==> src/hw/rtl/sdw_pkg.sv <==
// ----------------------------------------------------------------------------
// sdw_pkg
// Shared types, constants and the segment table for the digit write serializer.
// ----------------------------------------------------------------------------
package sdw_pkg;

    // Number of digit grids on the display
    localparam logic [4:0] NUM_GRIDS = 5'd16;

    // Default depth of the command queue between front and back
    localparam int QUEUE_DEPTH = 2;

    // Fixed protocol bytes
    localparam logic [7:0] CMD_FIXED_WRITE = 8'h44;
    localparam logic [7:0] ADDR_BASE       = 8'hC0;
    localparam logic [7:0] CTRL_RESET      = 8'h8F;
    localparam logic [7:0] SEG_BLANK       = 8'h00;
    localparam logic [7:0] SEG_MINUS       = 8'h40;
    localparam logic [7:0] SEG_POINT       = 8'h80;

    // Index of the final symbol of a request (38 symbols in all)
    localparam logic [5:0] SYM_LAST_IDX = 6'd37;

    // Request opcodes
    typedef enum logic [1:0] {
        OP_RAW   = 2'd0,
        OP_HEX   = 2'd1,
        OP_BLANK = 2'd2,
        OP_MINUS = 2'd3
    } sdw_op_t;

    // Line symbol kinds
    typedef enum logic [1:0] {
        SYM_START = 2'd0,
        SYM_BIT   = 2'd1,
        SYM_STOP  = 2'd2
    } sdw_sym_t;

    // One decoded digit write, queued between front and back
    typedef struct packed {
        logic [7:0] addr;
        logic [7:0] seg;
    } sdw_cmd_t;

    // Seven-segment pattern for a hex digit
    function automatic logic [7:0] seg_lookup(input logic [3:0] digit);
        logic [7:0] seg;
        case (digit)
            4'h0:    seg = 8'h3F;
            4'h1:    seg = 8'h06;
            4'h2:    seg = 8'h5B;
            4'h3:    seg = 8'h4F;
            4'h4:    seg = 8'h66;
            4'h5:    seg = 8'h6D;
            4'h6:    seg = 8'h7D;
            4'h7:    seg = 8'h07;
            4'h8:    seg = 8'h7F;
            4'h9:    seg = 8'h6F;
            4'hA:    seg = 8'h77;
            4'hB:    seg = 8'h7C;
            4'hC:    seg = 8'h39;
            4'hD:    seg = 8'h5E;
            4'hE:    seg = 8'h79;
            default: seg = 8'h71;
        endcase
        return seg;
    endfunction

endpackage

==> src/hw/rtl/sdw_front.sv <==
// ----------------------------------------------------------------------------
// sdw_front
// Accepts digit write requests, checks the grid number and builds the
// address and segment bytes for the queue.
// ----------------------------------------------------------------------------
module sdw_front (
    input  logic                s_tvalid,
    output logic                s_tready,
    input  logic [15:0]         s_tdata,    // position[4:0], value[12:5], with_point[13]
    input  logic [1:0]          s_tuser,    // op[1:0]
    input  logic                q_ready,
    output logic                q_push,
    output sdw_pkg::sdw_cmd_t   q_cmd
);

    logic [4:0]       position;
    logic [7:0]       value;
    logic             with_point;
    sdw_pkg::sdw_op_t op;
    logic             in_range;
    logic [7:0]       seg;

    assign position   = s_tdata[4:0];
    assign value      = s_tdata[12:5];
    assign with_point = s_tdata[13];
    assign op         = sdw_pkg::sdw_op_t'(s_tuser);

    // Out-of-range grid numbers are taken and dropped
    assign in_range = (position != 5'd0) && (position <= sdw_pkg::NUM_GRIDS);

    // Segment byte by opcode
    always_comb
    begin
        case (op)
            sdw_pkg::OP_RAW:   seg = value;
            sdw_pkg::OP_HEX:   seg = sdw_pkg::seg_lookup(value[3:0])
                                     | (with_point ? sdw_pkg::SEG_POINT : 8'h00);
            sdw_pkg::OP_BLANK: seg = sdw_pkg::SEG_BLANK;
            default:           seg = sdw_pkg::SEG_MINUS;
        endcase
    end

    assign q_cmd.seg  = seg;
    assign q_cmd.addr = sdw_pkg::ADDR_BASE + {3'b000, position} - 8'd1;

    // Transfer handshake
    assign s_tready = q_ready;
    assign q_push   = s_tvalid && q_ready && in_range;

endmodule

==> src/hw/rtl/sdw_queue.sv <==
// ----------------------------------------------------------------------------
// sdw_queue
// Small first-in first-out queue of decoded digit writes.
// ----------------------------------------------------------------------------
module sdw_queue #(
    parameter int DEPTH = sdw_pkg::QUEUE_DEPTH
) (
    input  logic                clk,
    input  logic                rst_n,
    input  logic                push,
    input  sdw_pkg::sdw_cmd_t   push_cmd,
    output logic                not_full,
    input  logic                pop,
    output logic                not_empty,
    output sdw_pkg::sdw_cmd_t   head_cmd
);

    localparam int PTR_W = $clog2(DEPTH);
    localparam int CNT_W = $clog2(DEPTH + 1);
    localparam logic [PTR_W-1:0] PTR_MAX = PTR_W'(DEPTH - 1);
    localparam logic [CNT_W-1:0] CNT_MAX = CNT_W'(DEPTH);

    sdw_pkg::sdw_cmd_t entries [DEPTH];

    logic [PTR_W-1:0] wr_ptr_reg, wr_ptr_next;
    logic [PTR_W-1:0] rd_ptr_reg, rd_ptr_next;
    logic [CNT_W-1:0] count_reg, count_next;

    assign not_full  = (count_reg != CNT_MAX);
    assign not_empty = (count_reg != '0);
    assign head_cmd  = entries[rd_ptr_reg];

    // Pointer and fill count update
    always_comb
    begin
        wr_ptr_next = wr_ptr_reg;
        rd_ptr_next = rd_ptr_reg;
        count_next  = count_reg;
        if (push)
        begin
            wr_ptr_next = (wr_ptr_reg == PTR_MAX) ? '0 : wr_ptr_reg + 1'b1;
        end
        if (pop)
        begin
            rd_ptr_next = (rd_ptr_reg == PTR_MAX) ? '0 : rd_ptr_reg + 1'b1;
        end
        if (push && !pop)
        begin
            count_next = count_reg + 1'b1;
        end
        else if (pop && !push)
        begin
            count_next = count_reg - 1'b1;
        end
    end

    always_ff @(posedge clk or negedge rst_n)
    begin
        if (!rst_n)
        begin
            wr_ptr_reg <= '0;
            rd_ptr_reg <= '0;
            count_reg  <= '0;
        end
        else
        begin
            wr_ptr_reg <= wr_ptr_next;
            rd_ptr_reg <= rd_ptr_next;
            count_reg  <= count_next;
        end
    end

    // Entry storage
    always_ff @(posedge clk)
    begin
        if (push)
        begin
            entries[wr_ptr_reg] <= push_cmd;
        end
    end

endmodule

==> src/hw/rtl/sdw_back.sv <==
// ----------------------------------------------------------------------------
// sdw_back
// Serializes one queued digit write into 38 line symbols, one per cycle while
// the output is not stalled, through a registered output stage.
// ----------------------------------------------------------------------------
module sdw_back (
    input  logic                clk,
    input  logic                rst_n,
    input  logic                q_valid,
    input  sdw_pkg::sdw_cmd_t   q_cmd,
    output logic                q_pop,
    input  logic [7:0]          display_control,
    output logic                m_tvalid,
    input  logic                m_tready,
    output logic [7:0]          m_tdata,    // bit_value[0]
    output logic [1:0]          m_tuser,    // symbol_kind[1:0]
    output logic                m_tlast
);

    logic [5:0]         idx_reg, idx_next;
    sdw_pkg::sdw_cmd_t  cmd_reg;
    logic               valid_reg, valid_next;
    sdw_pkg::sdw_sym_t  kind_reg, kind_next;
    logic               bit_reg, bit_next;
    logic               last_reg, last_next;

    logic               advance;
    logic               emit;
    logic [7:0]         cur_byte;
    logic [5:0]         bit_off;

    // Output register frees up when empty or taken
    assign advance = !valid_reg || m_tready;
    // A request starts only when one is queued; later symbols always go
    assign emit    = (idx_reg != 6'd0) || q_valid;
    assign q_pop   = advance && q_valid && (idx_reg == 6'd0);

    // Symbol decode by position in the request
    always_comb
    begin
        kind_next = sdw_pkg::SYM_BIT;
        cur_byte  = sdw_pkg::CMD_FIXED_WRITE;
        bit_off   = idx_reg - 6'd1;
        if (idx_reg == 6'd0 || idx_reg == 6'd10 || idx_reg == 6'd28)
        begin
            kind_next = sdw_pkg::SYM_START;
        end
        else if (idx_reg == 6'd9 || idx_reg == 6'd27 || idx_reg == sdw_pkg::SYM_LAST_IDX)
        begin
            kind_next = sdw_pkg::SYM_STOP;
        end
        else if (idx_reg < 6'd9)
        begin
            cur_byte = sdw_pkg::CMD_FIXED_WRITE;
            bit_off  = idx_reg - 6'd1;
        end
        else if (idx_reg < 6'd19)
        begin
            cur_byte = cmd_reg.addr;
            bit_off  = idx_reg - 6'd11;
        end
        else if (idx_reg < 6'd27)
        begin
            cur_byte = cmd_reg.seg;
            bit_off  = idx_reg - 6'd19;
        end
        else
        begin
            cur_byte = display_control;
            bit_off  = idx_reg - 6'd29;
        end
        bit_next  = (kind_next == sdw_pkg::SYM_BIT) ? cur_byte[bit_off[2:0]] : 1'b0;
        last_next = (idx_reg == sdw_pkg::SYM_LAST_IDX);
    end

    // Symbol counter and output valid
    always_comb
    begin
        idx_next   = idx_reg;
        valid_next = valid_reg;
        if (advance)
        begin
            valid_next = emit;
            if (emit)
            begin
                idx_next = (idx_reg == sdw_pkg::SYM_LAST_IDX) ? 6'd0 : idx_reg + 6'd1;
            end
        end
    end

    always_ff @(posedge clk or negedge rst_n)
    begin
        if (!rst_n)
        begin
            idx_reg   <= 6'd0;
            valid_reg <= 1'b0;
        end
        else
        begin
            idx_reg   <= idx_next;
            valid_reg <= valid_next;
        end
    end

    // Payload registers
    always_ff @(posedge clk)
    begin
        if (q_pop)
        begin
            cmd_reg <= q_cmd;
        end
        if (advance && emit)
        begin
            kind_reg <= kind_next;
            bit_reg  <= bit_next;
            last_reg <= last_next;
        end
    end

    assign m_tvalid = valid_reg;
    assign m_tdata  = {7'b0000000, bit_reg};
    assign m_tuser  = kind_reg;
    assign m_tlast  = last_reg;

endmodule

==> src/hw/rtl/segment_digit_write_serializer.sv <==
// ----------------------------------------------------------------------------
// segment_digit_write_serializer
// Digit write requests in, two-wire LED driver line symbols out.
// ----------------------------------------------------------------------------
// Each request with a grid number from 1 to 16 produces 38 symbols: start,
// command 0x44, stop; start, address 0xC0 plus grid minus one, segment byte,
// stop; start, display control byte, stop. Bytes go out LSB first and the
// final stop carries tlast. The serializer emits one symbol per cycle while
// m_tready is high, and the front keeps accepting while a request goes out,
// into a QUEUE_DEPTH-entry queue; a request with a grid number outside the
// range is taken and produces nothing. The display control byte is read
// from the register as frame three goes out, so write it while idle.
module segment_digit_write_serializer #(
    parameter int QUEUE_DEPTH = sdw_pkg::QUEUE_DEPTH
) (
    input  logic        clk,
    input  logic        rst_n,
    input  logic        s_tvalid,
    output logic        s_tready,
    input  logic [15:0] s_tdata,    // position[4:0], value[12:5], with_point[13]
    input  logic [1:0]  s_tuser,    // op[1:0]
    output logic        m_tvalid,
    input  logic        m_tready,
    output logic [7:0]  m_tdata,    // bit_value[0]
    output logic [1:0]  m_tuser,    // symbol_kind[1:0]
    output logic        m_tlast,
    input  logic        cfg_we,
    input  logic [7:0]  cfg_wdata   // display_control[7:0]
);

    logic              q_push;
    logic              q_ready;
    logic              q_pop;
    logic              q_valid;
    sdw_pkg::sdw_cmd_t push_cmd;
    sdw_pkg::sdw_cmd_t head_cmd;
    logic [7:0]        display_control_reg;

    // Display control register
    always_ff @(posedge clk or negedge rst_n)
    begin
        if (!rst_n)
        begin
            display_control_reg <= sdw_pkg::CTRL_RESET;
        end
        else if (cfg_we)
        begin
            display_control_reg <= cfg_wdata;
        end
    end

    sdw_front u_front (
        .s_tvalid (s_tvalid),
        .s_tready (s_tready),
        .s_tdata  (s_tdata),
        .s_tuser  (s_tuser),
        .q_ready  (q_ready),
        .q_push   (q_push),
        .q_cmd    (push_cmd)
    );

    sdw_queue #(
        .DEPTH (QUEUE_DEPTH)
    ) u_queue (
        .clk       (clk),
        .rst_n     (rst_n),
        .push      (q_push),
        .push_cmd  (push_cmd),
        .not_full  (q_ready),
        .pop       (q_pop),
        .not_empty (q_valid),
        .head_cmd  (head_cmd)
    );

    sdw_back u_back (
        .clk             (clk),
        .rst_n           (rst_n),
        .q_valid         (q_valid),
        .q_cmd           (head_cmd),
        .q_pop           (q_pop),
        .display_control (display_control_reg),
        .m_tvalid        (m_tvalid),
        .m_tready        (m_tready),
        .m_tdata         (m_tdata),
        .m_tuser         (m_tuser),
        .m_tlast         (m_tlast)
    );

endmodule

==> config.mk <==
export PLATFORM = sky130hd
export DESIGN_NAME = segment_digit_write_serializer
export DESIGN_NICKNAME = d
export VERILOG_FILES = /design/src/hw/rtl/sdw_pkg.sv /design/src/hw/rtl/sdw_front.sv /design/src/hw/rtl/sdw_queue.sv /design/src/hw/rtl/sdw_back.sv /design/src/hw/rtl/segment_digit_write_serializer.sv
export SDC_FILE = /design/constraint.sdc
export NUM_CORES = 1
export LEC_CHECK = 0
export BUFFER_PORTS_ARGS = -buffer_cell sky130_fd_sc_hd__buf_4
export CAP_MARGIN = 15
export CORE_ASPECT_RATIO = 0.7
export CORE_UTILIZATION = 63
export DETAILED_ROUTE_END_ITERATION = 12
export PLACE_DENSITY = 0.85
export SLEW_MARGIN = 20
export SYNTH_ARGS = -nofsm -noshare
export SYNTH_HDL_FRONTEND = slang
export SYNTH_HIERARCHICAL = 1
export SYNTH_SLANG_ARGS = --single-unit
==> constraint.sdc <==
create_clock -name clk -period 7.85 [get_ports clk]
set_input_delay 0.785 -clock clk [delete_from_list [all_inputs] [get_ports clk]]
set_output_delay 0.785 -clock clk [all_outputs]
set_load 0.1 [all_outputs]
Word level (Yosys, flattened, before mapping)
Memory sizes are Yosys's and may differ from the RTL's. A register that Yosys moved wholly into a read port is not among the register bits.
Cells that the tools add are included.
{"block": "totals", "regBits": 23, "mem_bits_rw": 32, "rom_bits": 112, "inputBits": 31, "out_inout_bits": 13, "n_memories": 2}
{"name": "(name not given)", "words": 16, "word_bits": 7, "read_ports": 1, "rd_clocked_by_memory_dff": 0, "wr": 0, "line": "sdw_pkg.sv:48", "rtl": "case (digit)"}
{"name": "u_queue.entries", "words": 2, "word_bits": 16, "read_ports": 1, "rd_clocked_by_memory_dff": 1, "wr": 1, "line": "sdw_queue.sv:23", "rtl": "sdw_pkg::sdw_cmd_t entries [DEPTH];"}
{"block": "op_classes", "n_addsub": 11, "n_lt_le_gt_ge": 5, "n_eq_ne": 9, "mux": 24, "bitwise": 1, "reduce_logical": 24}
{"cell": "$mux W8", "n": 7}
{"cell": "$pmux W8 S3", "n": 1}
{"cell": "$mux W3", "n": 5}
{"cell": "$eq A6 B4 Y1 const B", "n": 2}
{"cell": "$eq A6 B5 Y1 const B", "n": 2}
{"cell": "$lt A6 B5 Y1 const B", "n": 2}
{"cell": "$add A7 B6 Y8 const A", "n": 1}
{"cell": "$logic_and A1 B1 Y1", "n": 8}
{"cell": "$mux W2", "n": 4}
{"cell": "$or A8 B8 Y8", "n": 1}
{"cell": "$sub A8 B1 Y8 const B", "n": 1}
{"cell": "$add A6 B1 Y6 const B", "n": 1}
{"cell": "$eq A6 B6 Y1 const B", "n": 1}
{"cell": "$logic_not A6 Y1", "n": 1}
{"cell": "$logic_or A1 B1 Y1", "n": 6}
{"cell": "$lt A6 B4 Y1 const B", "n": 1}
{"cell": "$mux W6", "n": 1}
{"cell": "$reduce_bool A6 Y1", "n": 1}
{"cell": "$sub A3 B2 Y3 const B", "n": 2}
{"cell": "$le A5 B5 Y1 const B", "n": 1}
{"cell": "$mux W1", "n": 5}
{"cell": "$reduce_bool A5 Y1", "n": 1}
{"cell": "$eq A2 B1 Y1 const B", "n": 2}
{"cell": "$lt A3 B4 Y1 const B", "n": 1}
{"cell": "other kinds (12)", "n": 16}

Logic depth before layout (Yosys ltp)
{"block": "logic_depth", "depth_word": 8, "mapped_depth": 10}

Cells and area by module
The synthesis kept the hierarchy.
{"mod": "sdw_back", "n_inst": 1, "cells_per_inst": 145, "area_each_um2": 1620.3, "seq_area_each_um2": 775.7}
{"mod": "sdw_queue", "n_inst": 1, "cells_per_inst": 66, "area_each_um2": 1395.1, "seq_area_each_um2": 1061.0}
{"mod": "sdw_front", "n_inst": 1, "cells_per_inst": 70, "area_each_um2": 476.7, "seq_area_each_um2": 0.0}
{"mod": "segment_digit_write_serializer", "n_inst": 1, "cells_per_inst": 17, "area_each_um2": 337.8, "seq_area_each_um2": 206.4}

Worst setup path after synthesis
No wires, ideal clock.
{"block": "synth_timing", "kind": "input to register", "start": "input port s_tdata[0]", "end": "memory u_queue/entries[0][0] in the netlist's numbering (enable)", "setup_time_ps": 390, "arrival_ps": 2357, "t_required_ps": 7460, "slack_ps": 5102, "cell_stages": 6, "n_path_buf": 0, "cell_sequence": "inv_1 -> ha_1 -> nor3b_2 -> xor2_1 -> nor2_1 -> nor2b_1"}
{"block": "synth_between", "elab_chain_len": 5, "elab_cells_between_ends": 6, "classes_between": "1 x order compare; 2 x mux; 3 x reduce/logical"}
{"element": "start, declared", "line": "segment_digit_write_serializer.sv:20", "rtl": "input logic [15:0] s_tdata,"}
{"element": "$le A5 B5 Y1 / $reduce_bool A5 Y1 (equally long branches)", "line": "sdw_front.sv:29", "rtl": "assign in_range = (position != 5'd0) && (position <= sdw_pkg::NUM_GRIDS);"}
{"element": "$logic_and A1 B1 Y1 (*)", "line": "sdw_front.sv:29"}
{"element": "$logic_and A1 B1 Y1 (*)", "line": "sdw_front.sv:48", "rtl": "assign q_push = s_tvalid && q_ready && in_range;"}
{"element": "named net q_push", "line": "segment_digit_write_serializer.sv:31", "rtl": "logic q_push;"}
{"element": "$mux W1 (*)", "line": "sdw_queue.sv:76", "rtl": "if (push)"}
{"element": "$mux W1 (not written as such) (*)", "line": "sdw_queue.sv:78", "rtl": "entries[wr_ptr_reg] <= push_cmd;"}
{"element": "end, declared", "line": "sdw_queue.sv:23"}
Mark *: on every way through the listed nets, which the timed path passes. The rest lies on a longest branch.

Final worst setup path
{"block": "layout_timing", "start": "register u_back.idx_reg[0]", "end": "register u_back.bit_reg, data pin"}
{"block": "layout_between", "elab_chain_len": 8, "elab_cells_between_ends": 32, "classes_between": "4 x add/sub; 3 x order compare; 6 x eq/ne; 14 x mux; 5 x reduce/logical"}
{"element": "start, declared", "line": "sdw_back.sv:20", "rtl": "logic [5:0] idx_reg, idx_next;"}
{"element": "start signal, assigned", "line": "sdw_back.sv:100", "rtl": "idx_reg <= idx_next;"}
{"element": "$lt A6 B5 Y1 (tied with other cells)", "line": "sdw_back.sv:62", "rtl": "else if (idx_reg < 6'd27)"}
{"element": "$mux W8 / $mux W3 (equally long branches)", "line": "sdw_back.sv:62"}
{"element": "$mux W8 / $mux W3 (equally long branches)", "line": "sdw_back.sv:57", "rtl": "else if (idx_reg < 6'd19)"}
{"element": "$mux W8 / $mux W3 (equally long branches)", "line": "sdw_back.sv:52", "rtl": "else if (idx_reg < 6'd9)"}
{"element": "$mux W8 / $mux W3 (equally long branches)", "line": "sdw_back.sv:48", "rtl": "else if (idx_reg == 6'd9 || idx_reg == 6'd27 || idx_reg == sdw_pkg::SYM_LAST_IDX)"}
{"element": "$mux W8 / $mux W3 (equally long branches)", "line": "sdw_back.sv:44", "rtl": "if (idx_reg == 6'd0 || idx_reg == 6'd10 || idx_reg == 6'd28)"}
{"element": "$bmux W1 S3", "line": "sdw_back.sv:72", "rtl": "bit_next = (kind_next == sdw_pkg::SYM_BIT) ? cur_byte[bit_off[2:0]] : 1'b0;"}
{"element": "$mux W1 (not written as such)", "line": "sdw_back.sv:72"}
{"element": "end signal, assigned", "line": "sdw_back.sv:115", "rtl": "bit_reg <= bit_next;"}
{"element": "end, declared", "line": "sdw_back.sv:24", "rtl": "logic bit_reg, bit_next;"}
Several ways; a longest one is shown, not always the timed one. The select of a mux whose other input is x is not followed.
A chain may end at the register's enable or synchronous reset.

==> impl_metrics.json <==
{
  "synth_xor_area_share_pct": 2.74,
  "wl_per_cell_um": 16.7,
  "cts_tree": "yes",
  "path_clk_slew_ns": 0.07,
  "synth_compound_area_share_pct": 8.76,
  "synth_cells": 298,
  "cts_resized": 0,
  "path_max_fanout": 10,
  "nets": 369,
  "yosys.area.top_type": "edfxtp_1",
  "yosysMostFrequentCell": "edfxtp_1",
  "area_growth_syn_to_layout_pct": 10.1,
  "fin_crit_sh_pct": 39.4,
  "cts.root.buffer_cell": "clkbuf_8",
  "cellPowerDensity_nw_per_um2": 345,
  "core_area_um2": 5780,
  "peakVddDrop_mv": 0.137,
  "drtAntennaViolNets": 0,
  "crit_arrival_ns": 3.28,
  "synth_top_family_by_area": "multiplexers",
  "r2r-start": "u_back/idx_reg[0]",
  "status": "finished, final reports clean",
  "worst_slack_ns": 4.76,
  "synth-async-reset-ratio_pct": 26.8,
  "critical_path.cell_chain": "inv_1 -> ha_1 -> mux2_2 -> a32oi_1 -> and4_1 -> and2_1 -> a22oi_1 -> or3_1 -> a41oi_2",
  "synth-simple-area-share_pct": 11.9,
  "worstSetupStartpoint": "u_back/idx_reg[0]",
  "worstSetupPathType": "flip-flop to flip-flop",
  "grt_start_max_net_pins": 21,
  "slowest_delay_ns": 0.60,
  "cts_max_level": 3,
  "syn-cell-area_um2": 3830,
  "layout-drive-gt1-share_pct": 29.4,
  "cp_data_required_time_ns": 8.03,
  "ff2ff_setup_slack_ns": 4.76,
  "io_buffers": 34,
  "cts_hold_buf": 0,
  "worstMarginPinSlew_ns": 0.867,
  "ys_seq_area_share_pct": 53.3,
  "final_core_utilization_pct": 72.9,
  "viasPerCell": 5.76,
  "fmax_mhz": 324,
  "largest_reg_flops": 32,
  "ys_top_cells_by_count": "edfxtp_1 (52), mux2_4 (17), buf_4 (15), nor2_1 (15)",
  "period_minus_slack_ns": 3.09,
  "endpoint": "u_back/bit_reg",
  "power.leakage_nw": 1.68,
  "setup_viol": 0,
  "cap_viol_max_count": 0,
  "overflow": 0,
  "first_pass_iters": 5,
  "cp_slowest_cell": "dfrtp_1",
  "place_congestion": 0.860,
  "p_total_mw": 1.46,
  "synthDistinctLibCells": 65,
  "rr_endpoint": "u_back/bit_reg",
  "rows": 23,
  "start_kind": "flip-flop",
  "min_path_type": "input port to asynchronous set/reset pin",
  "cts_setup_buffers": 0,
  "vias": 2332,
  "clock_latency_ns": 0.34,
  "slew_headroom_pct": 42.2,
  "boundaryPins": 44,
  "wirelength_um": 6750,
  "cpLargestDelayFamily": "simple AND/OR/NAND/NOR gates",
  "synthTopCellsByArea": "edfxtp_1 (41%), dfrtp_1 (9.1%), mux2_4 (6.7%)",
  "grtUsageTotal_pct": 22.7,
  "cts_buffer_depth": 2,
  "dp_slack_ns": 4.88,
  "ys_warn_count": 6,
  "synth_ff_type": "edfxtp_1",
  "drt_iter0_markers": 125,
  "antenna_found_initial": 0,
  "cp.depth": 9,
  "r2r_cells": 9,
  "synth_fa_ha_area_share_pct": 4.25,
  "cts.sinks": 71,
  "synthMuxAreaShare_pct": 12.4,
  "worst-path-buf-inv": 1,
  "drv_slew": 0,
  "rsz0062_at_grt": "no",
  "drc_errors": 0,
  "die_area_um2": 6400,
  "grt_pass1_wl_um": 10600,
  "synth_top_area_share_pct": 40.8,
  "synth-edff-count": 52,
  "die_width_um": 95.2,
  "setup.worst_path.end_class": "flip-flop",
  "fin_worst_skew_ns": 0.00564,
  "hold_violations": 0,
  "die_h_um": 67.2,
  "cts_buffers": 9,
  "dp_hpwl_um": 4730,
  "first_global_vias": 2148,
  "antenna_cells": 0,
  "start_util_pct": 66.2,
  "syn_avg_cell_area_um2": 12.9,
  "fin_tns_setup_ns": 0,
  "ys_seq_elements": 71
}
[through the flow]
step	hold slack, ns	instances	area (µm²)
finish	0.307	405	4220
global route	0.311	405	4220
CTS	0.297	405	4220
detailed placement	0.488	389	4010
global placement	0.471	389	4010
floorplan	0.455	304	3850
[cells by family (layout without fill, tap and decap cells)]
logic type                 Yosys count  after routing
other                                2              8
xor gates and xnor gates            12             12
DFF                                 71             71
muxes                               35             35
AOI/OAI and AO/OA                   47             47
and+or+nand+nor                     81             81
adders and majority gates           13             13
buffers and inverters               37             63
[layer usage]
metal  GRT usage [%]  wire [µm]
met1            31.8       3130
met2            34.5       3120
met3            6.19        424
met4            7.39         74
met5               0          0
[how the worst min path moves through the flow]
stage                             from                     end  slack, ns  cells past startpoint
floorplan           u_queue/wr_ptr_reg      u_queue/wr_ptr_reg       0.46                      1
global placement    u_queue/wr_ptr_reg      u_queue/wr_ptr_reg       0.47                      1
detailed placement  u_queue/wr_ptr_reg      u_queue/wr_ptr_reg       0.49                      1
CTS                              rst_n       u_back/idx_reg[0]       0.30                      1
global route                     rst_n  display_control_reg[4]       0.31                      1
finish                           rst_n       u_back/idx_reg[0]       0.31                      1
[report_power, final]
group / internal (mW) / leakage, nW / switching [mW]
clock: 0.165 / 0.0988 / 0.134
combinational: 0.245 / 0.888 / 0.323
sequential: 0.489 / 0.692 / 0.101
total: 0.899 / 1.68 / 0.558
[layout make-up]
cell class                      instances  area (µm²)
Fill cell                             393        1570
Sequential cell                        71        2040
Clock inverter                          4        53.8
Clock buffer                           12         155
Timing Repair Buffer                   35         263
Inverter                               12        45.0
Tap cell                               75        93.8
Multi-Input combinational cell        196        1560
[placed cells by master, fill, tap and decap left out, types with 11 or more instances in the layout]
cell      netlist  final
dfrtp_1        14     14
nand2_1        14     14
o21ai_0        12     12
nor2_1         15     15
ha_1           13     13
mux2_4         17     17
edfxtp_1       52     52
clkbuf_8        0     11
inv_1          11     11
buf_4          15     35
(Power assumes the default switching activity.)
